<file path="src/rtl/sit_pkg.sv">
`timescale 1ns / 1ps
package sit_pkg;
    localparam int DEPTH    = 32;
    localparam int KEY_BITS = 16;
    localparam int IDX_W    = $clog2(DEPTH);
    localparam int CNT_W    = IDX_W + 1;
    localparam int REC_W    = 5;
    localparam int ENT_W    = KEY_BITS + REC_W + 1;

    localparam logic [1:0] FN_INSERT = 2'd0;
    localparam logic [1:0] FN_LOOKUP = 2'd1;
    localparam logic [1:0] FN_DELETE = 2'd2;
    localparam logic [1:0] FN_UNUSED = 2'd3;

    localparam logic [1:0] ST_OK        = 2'd0;
    localparam logic [1:0] ST_NOT_FOUND = 2'd1;
    localparam logic [1:0] ST_FULL      = 2'd2;
    localparam logic [1:0] ST_DUP       = 2'd3;

    typedef struct packed {
        logic [KEY_BITS-1:0] key;
        logic [REC_W-1:0]    rec;
        logic                deleted;
    } entry_t;

    typedef enum logic [8:0] {
        S_IDLE   = 9'b000000001,
        S_RD     = 9'b000000010,
        S_CHK    = 9'b000000100,
        S_DECIDE = 9'b000001000,
        S_SHRD   = 9'b000010000,
        S_SHWR   = 9'b000100000,
        S_WRNEW  = 9'b001000000,
        S_WRDEL  = 9'b010000000,
        S_DONE   = 9'b100000000
    } state_t;
endpackage

</file>
<file path="src/rtl/sorted_index_table_unit.sv">
`timescale 1ns / 1ps
// channel | direction | ports
// s_      | in        | s_valid, s_ready, s_func[1:0], s_key[15:0]
// m_      | out       | m_valid, m_ready, m_status[1:0], m_record_number[4:0],
//         |           | m_entry_count[5:0]
// One word at a time. A search reads every held entry.
// An insert then shifts the entries below its slot down one place, then writes the new entry.
// An unused code skips the search and is answered directly.
// Synchronous active-low reset clears the entry count; table contents need no clearing.
// A finished result sits in the output register while the next word is accepted.
module sorted_index_table_unit
    import sit_pkg::*;
(
    input  logic                aclk,
    input  logic                aresetn,
    input  logic                s_valid,
    output logic                s_ready,
    input  logic [1:0]          s_func,
    input  logic [KEY_BITS-1:0] s_key,
    output logic                m_valid,
    input  logic                m_ready,
    output logic [1:0]          m_status,
    output logic [REC_W-1:0]    m_record_number,
    output logic [CNT_W-1:0]    m_entry_count
);
    state_t              state_reg, state_next;
    logic [CNT_W-1:0]    count_reg, count_next;
    logic [CNT_W-1:0]    idx_reg, idx_next;
    logic [CNT_W-1:0]    pos_reg, pos_next;
    logic                pos_set_reg, pos_set_next;
    logic                found_reg, found_next;
    entry_t              hit_reg, hit_next;
    logic [IDX_W-1:0]    slot_reg, slot_next;
    logic [1:0]          func_reg, func_next;
    logic [KEY_BITS-1:0] key_reg, key_next;
    logic [1:0]          st_reg, st_next;
    logic [REC_W-1:0]    rec_reg, rec_next;
    logic                mv_reg, mv_next;
    logic [1:0]          mst_reg, mst_next;
    logic [REC_W-1:0]    mrec_reg, mrec_next;
    logic [CNT_W-1:0]    mcnt_reg, mcnt_next;

    logic                we;
    logic [IDX_W-1:0]    waddr, raddr;
    entry_t              wdata, rdata;

    sit_ram #(.WIDTH(ENT_W), .DEPTH(DEPTH)) u_ram (
        .aclk  (aclk),
        .we    (we),
        .waddr (waddr),
        .wdata (wdata),
        .raddr (raddr),
        .rdata (rdata)
    );

    assign s_ready         = (state_reg == S_IDLE);
    assign m_valid         = mv_reg;
    assign m_status        = mst_reg;
    assign m_record_number = mrec_reg;
    assign m_entry_count   = mcnt_reg;

    // sequencer: search, then shift and write back
    always_comb begin
        state_next   = state_reg;
        count_next   = count_reg;
        idx_next     = idx_reg;
        pos_next     = pos_reg;
        pos_set_next = pos_set_reg;
        found_next   = found_reg;
        hit_next     = hit_reg;
        slot_next    = slot_reg;
        func_next    = func_reg;
        key_next     = key_reg;
        st_next      = st_reg;
        rec_next     = rec_reg;
        mv_next      = mv_reg;
        mst_next     = mst_reg;
        mrec_next    = mrec_reg;
        mcnt_next    = mcnt_reg;
        we           = 1'b0;
        waddr        = idx_reg[IDX_W-1:0];
        wdata        = rdata;
        raddr        = idx_reg[IDX_W-1:0];

        if (mv_reg && m_ready) begin
            mv_next = 1'b0;
        end

        case (state_reg)
            S_IDLE: begin
                if (s_valid) begin
                    func_next    = s_func;
                    key_next     = s_key;
                    idx_next     = '0;
                    pos_next     = count_reg;
                    pos_set_next = 1'b0;
                    found_next   = 1'b0;
                    st_next      = ST_NOT_FOUND;
                    rec_next     = '0;
                    if (!(s_func inside {FN_INSERT, FN_LOOKUP, FN_DELETE})) begin
                        state_next = S_DONE;
                    end else if (count_reg == '0) begin
                        state_next = S_DECIDE;
                    end else begin
                        state_next = S_RD;
                    end
                end
            end
            S_RD: begin
                state_next = S_CHK;
            end
            S_CHK: begin
                if (rdata.key == key_reg) begin
                    found_next = 1'b1;
                    hit_next   = rdata;
                    slot_next  = idx_reg[IDX_W-1:0];
                end
                if (!pos_set_reg && rdata.key <= key_reg) begin
                    pos_set_next = 1'b1;
                    pos_next     = idx_reg;
                end
                idx_next   = idx_reg + 1'b1;
                state_next = (idx_reg + 1'b1 == count_reg) ? S_DECIDE : S_RD;
            end
            S_DECIDE: begin
                state_next = S_DONE;
                if (func_reg == FN_INSERT) begin
                    if (found_reg) begin
                        st_next = ST_DUP;
                    end else if (count_reg == CNT_W'(DEPTH)) begin
                        st_next = ST_FULL;
                    end else begin
                        idx_next   = count_reg;
                        state_next = (count_reg == pos_reg) ? S_WRNEW : S_SHRD;
                    end
                end else if (found_reg && !hit_reg.deleted) begin
                    st_next  = ST_OK;
                    rec_next = hit_reg.rec;
                    if (func_reg == FN_DELETE) begin
                        state_next = S_WRDEL;
                    end
                end
            end
            S_SHRD: begin
                raddr      = IDX_W'(idx_reg - 1'b1);
                state_next = S_SHWR;
            end
            S_SHWR: begin
                we         = 1'b1;
                idx_next   = idx_reg - 1'b1;
                state_next = (idx_reg - 1'b1 == pos_reg) ? S_WRNEW : S_SHRD;
            end
            S_WRNEW: begin
                we          = 1'b1;
                waddr       = pos_reg[IDX_W-1:0];
                wdata.key   = key_reg;
                wdata.rec   = REC_W'(count_reg);
                wdata.deleted = 1'b0;
                st_next     = ST_OK;
                rec_next    = REC_W'(count_reg);
                count_next  = count_reg + 1'b1;
                state_next  = S_DONE;
            end
            S_WRDEL: begin
                we            = 1'b1;
                waddr         = slot_reg;
                wdata         = hit_reg;
                wdata.deleted = 1'b1;
                state_next    = S_DONE;
            end
            S_DONE: begin
                if (!mv_reg || m_ready) begin
                    mv_next    = 1'b1;
                    mst_next   = st_reg;
                    mrec_next  = rec_reg;
                    mcnt_next  = count_reg;
                    state_next = S_IDLE;
                end
            end
            default: begin
                state_next = S_IDLE;
            end
        endcase
    end

    // control state
    always_ff @(posedge aclk) begin
        if (!aresetn) begin
            state_reg <= S_IDLE;
            count_reg <= '0;
            mv_reg    <= 1'b0;
        end else begin
            state_reg <= state_next;
            count_reg <= count_next;
            mv_reg    <= mv_next;
        end
    end

    // payload and scan registers
    always_ff @(posedge aclk) begin
        idx_reg     <= idx_next;
        pos_reg     <= pos_next;
        pos_set_reg <= pos_set_next;
        found_reg   <= found_next;
        hit_reg     <= hit_next;
        slot_reg    <= slot_next;
        func_reg    <= func_next;
        key_reg     <= key_next;
        st_reg      <= st_next;
        rec_reg     <= rec_next;
        mst_reg     <= mst_next;
        mrec_reg    <= mrec_next;
        mcnt_reg    <= mcnt_next;
    end

    // count stays within the table
    assert property (@(posedge aclk) disable iff (!aresetn)
        count_reg <= CNT_W'(DEPTH))
        else $error("entry count beyond table depth");

    // a failed operation reports record zero
    assert property (@(posedge aclk) disable iff (!aresetn)
        m_valid && m_status != ST_OK |-> m_record_number == '0)
        else $error("nonzero record on failed operation");

    // count only grows by one, and only on a new-entry write
    assert property (@(posedge aclk) disable iff (!aresetn)
        count_reg != $past(count_reg) |-> $past(state_reg) == S_WRNEW)
        else $error("count changed outside insert write");

    // result register only reloads from the done state
    assert property (@(posedge aclk) disable iff (!aresetn)
        $rose(m_valid) |-> $past(state_reg) == S_DONE)
        else $error("result word without completed operation");
endmodule

</file>
<file path="src/rtl/sit_ram.sv">
`timescale 1ns / 1ps
module sit_ram #(
    parameter int WIDTH = 8,
    parameter int DEPTH = 32
) (
    input  logic                     aclk,
    input  logic                     we,
    input  logic [$clog2(DEPTH)-1:0] waddr,
    input  logic [WIDTH-1:0]         wdata,
    input  logic [$clog2(DEPTH)-1:0] raddr,
    output logic [WIDTH-1:0]         rdata
);
    logic [WIDTH-1:0] mem [DEPTH];

    // one write port, registered read port
    always_ff @(posedge aclk) begin
        if (we) begin
            mem[waddr] <= wdata;
        end
        rdata <= mem[raddr];
    end
endmodule

</file>
<file path="config.mk">
export PLATFORM = sky130hd
export DESIGN_NAME = sorted_index_table_unit
export DESIGN_NICKNAME = d
export VERILOG_FILES = /design/src/rtl/sit_pkg.sv /design/src/rtl/sorted_index_table_unit.sv /design/src/rtl/sit_ram.sv
export SDC_FILE = /design/constraint.sdc
export NUM_CORES = 1
export LEC_CHECK = 0
export ABC_AREA = 1
export BUFFER_PORTS_ARGS = -buffer_cell sky130_fd_sc_hd__buf_2
export CAP_MARGIN = 20
export CORE_MARGIN = 1
export CORE_UTILIZATION = 35
export DETAILED_ROUTE_END_ITERATION = 10
export GPL_ROUTABILITY_DRIVEN = 1
export MAX_ROUTING_LAYER = met4
export PLACE_DENSITY = 0.46
export RECOVER_POWER = 50
export SYNTH_ARGS = -nofsm -noshare
export SYNTH_HDL_FRONTEND = slang
export SYNTH_SLANG_ARGS = --single-unit
</file>
<file path="constraint.sdc">
create_clock -name aclk -period 3.7 [get_ports aclk]
set_input_delay 0.185 -clock aclk [delete_from_list [all_inputs] [get_ports aclk]]
set_output_delay 0.185 -clock aclk [all_outputs]
set_load 0.02 [all_outputs]
</file>
==> flow_summary.yaml <==
status:
  status: "finished with violations"
  violations: "capacitance limit, slew limit"
grt:
  grt_max_degree: 111
  grt_antenna_before_repair: 2
  grt_pass1_vias: 24032
  grt_pass1_wl_mm: 158.2
  grt_use_total: 0.2055
  gr-total-overflow: 0
pwr:
  powerDensity_nw_per_um2: 690.2
  leakage_uw: 0.01787
  ir_drop_mv: 0.3603
  finalPower_uw: 29110
floorplan:
  io_pins: 37
  rows: 118
  die_y_um: 324.9
  core_area_um2: 103500
  die_w_um: 324.9
  die_area_um2: 105500
  initial_utilization: 0.3525
timing:
  setup_slack_ns: 0.3736
  finalSetupViolCount: 0
  finalHoldViolations: 0
  post-route-min-period_ns: 3.326
  maxSlewHeadroom: -0.1207
  slew_viol_final: 33
  max_slew.worst_pin.slew_ns: 1.681
  max_freq_ghz: 0.3006
  skew_ns: 0.03642
  rsz0062_at_grt: "no"
  fin_setup_tns_ns: 0
  period_share: 0.8990
run:
  drv_cap: 1
detailed_routing:
  avgRoutedWirePerCell_um: 20.38
  viasPerCell: 4.760
  drt_iter0_drc: 1672
  highest_layer: "met4"
  antenna_left: 0
  drtPass1Iterations: 6
  wl_met3_mm: 3.994
  vias: 24536
  drc: 0
  wl_met2_mm: 49.71
  wl_met1_mm: 49.49
  wl_mm: 105.0
logic_synthesis:
  syn-mean-instance-area_um2: 10.15
  synth_top_cell_by_area: "edfxtp_1"
  synth_top_flop_cell: "edfxtp_1"
  post-synth-top-count-cell: "nand3_1"
  synth_top_area_share: 0.6444
  synth_nets: 3637
  ys_seq_area_frac: 0.6653
  synth-seq-cells: 821
  synth.distinct_cells: 42
  yosysWarnings: 0
  synth_area_um2: 36480
  ys_top_cells_by_count: "795 x nand3_1, 785 x nand2_1, 783 x edfxtp_1"
  synthArstFlopShare: 0
  postSynthCellCount: 3595
  synth-edff-count: 783
  synthTopCellsByArea: "edfxtp_1 64%, nand3_1 11%, nand2_1 8.1%, inv_1 8.0%, dfxtp_1 2.1%"
worst_setup_path:
  critPathArrivalTime_ns: 3.62
  critPathRequiredTime_ns: 3.99
  crit_type: "flip-flop to flip-flop"
  cp_max_fo: 22
  endpoint_kind: "flip-flop"
  cp-start-kind: "flip-flop"
final_layout:
  stdcell_area_um2: 42180
  postLayoutCoreUtil: 0.4075
  final_nets: 3740
  largest_reg_flops: 704
  antenna-diode-count: 0
  syn2layout_area_growth_pct: 15.60
  drive_gt1_frac: 0.08689
clock_network:
  clk_pin_slew_ns: 0.06
  clock_sinks: 821
  post_cts_resized: 0
  numCtsBuffers: 92
  htree_levels: 3
  insertion_delay_ns: 0.67
  clockBufferDepth: 3
  cts_tree: "built"
  clockRootBuffer: "clkbuf_16"
place:
  numPortBuffers: 36
  placed_area_um2: 39080
  place_ws_ns: 0.4561
  dpl.hpwl_mm: 60.26
  gp_congestion: 0.8318
min_path:
  hold_path.class: "input port to flip-flop"
==> final cells by class <==
| class | instances | area, µm² |
|---|---|---|
| clock inverter | 43 | 422.9 |
| multi-input combinational | 1812 | 8613 |
| timing repair buffer | 185 | 1600 |
| fill | 9938 | 61320 |
| sequential | 821 | 24270 |
| clock buffer | 128 | 2587 |
| inverter | 786 | 2953 |
| tap | 1380 | 1727 |
==> routing by layer <==
metal / vias to the layer above / GRT usage
met5: - / -
met4: 0 / 0.04973
met3: 138 / 0.02366
met2: 452 / 0.3285
met1: 12010 / 0.2796
li1: 11936 / -
==> cells in the final DEF, fill, tap and decap left out, drive strengths merged, types with 10 or more instances in the layout <==
cell and count:
nand2 790, o21ai 25, nand3 796, dfxtp 38, xor2 13, clkbuf 178, nor3 11, buf 113
nor2 78, inv 787, dlygate4sd3 22, ha 20, clkinv 36, nand4 10, a21oi 28, o211ai 15
edfxtp 783
==> path summary, 6_finish.rpt <==
path / from / to / slack (ns) / depth (start not counted)
worst min register to register: st_reg[1] / m_status[1] / 0.42 / 0
worst max-delay path: state_reg[3] / u_ram.mem[23][4] / 0.37 / 13
worst max register to register: state_reg[3] / u_ram.mem[23][4] / 0.37 / 13
worst min-delay path: s_key[3] / key_reg[3] / 0.23 / 2
==> metrics by stage <==
stage	instances	hold WS, ns
finish	5155	0.2297
global route	5155	0.2270
CTS	5155	0.1946
detailed placement	4962	0.3639
global placement	4962	0.3610
floorplan	3595	0.2839
==> repair_timing <==
item / 4_1_cts / 5_1_grt
hold buffers: 22 / 0
endpoints found under the hold margin: 31 / 0
setup endpoints to repair: 0 / 0
setup buffers: 0 / 0
==> cells by family (layout without fill, tap and decap cells) <==
family | count (synthesis) | after routing | share of synthesized area
DFF | 821 | 821 | 0.6653
buffers and inverters | 962 | 1142 | 0.1048
xor gates and xnor gates | 15 | 15 | 0.003601
and+or+nand+nor | 1688 | 1688 | 0.2037
adders and majority gates | 20 | 20 | 0.006859
AOI/OAI and AO/OA | 89 | 89 | 0.01571
==> where the power goes <==
part | internal, µW | total (µW) | switching (µW)
logic | 2030 | 7940 | 5920
registers | 11700 | 12000 | 308
clock network | 5310 | 9150 | 3840
total | 19000 | 29100 | 10100
==> critical path: stages, from the launching register on <==
cell	delay, ns
dfxtp_1	0.31
inv_1	0.06
nand2_1	0.11
nor2_4	0.25
inv_1	0.10
nor2_1	0.21
clkbuf_1	0.23
nor2_2	0.11
a21oi_1	0.38
inv_1	0.11
nor2_1	0.22
nand2_1	0.29
nor2_4	0.17
buf_4	0.39
(Power assumes the default switching activity.)
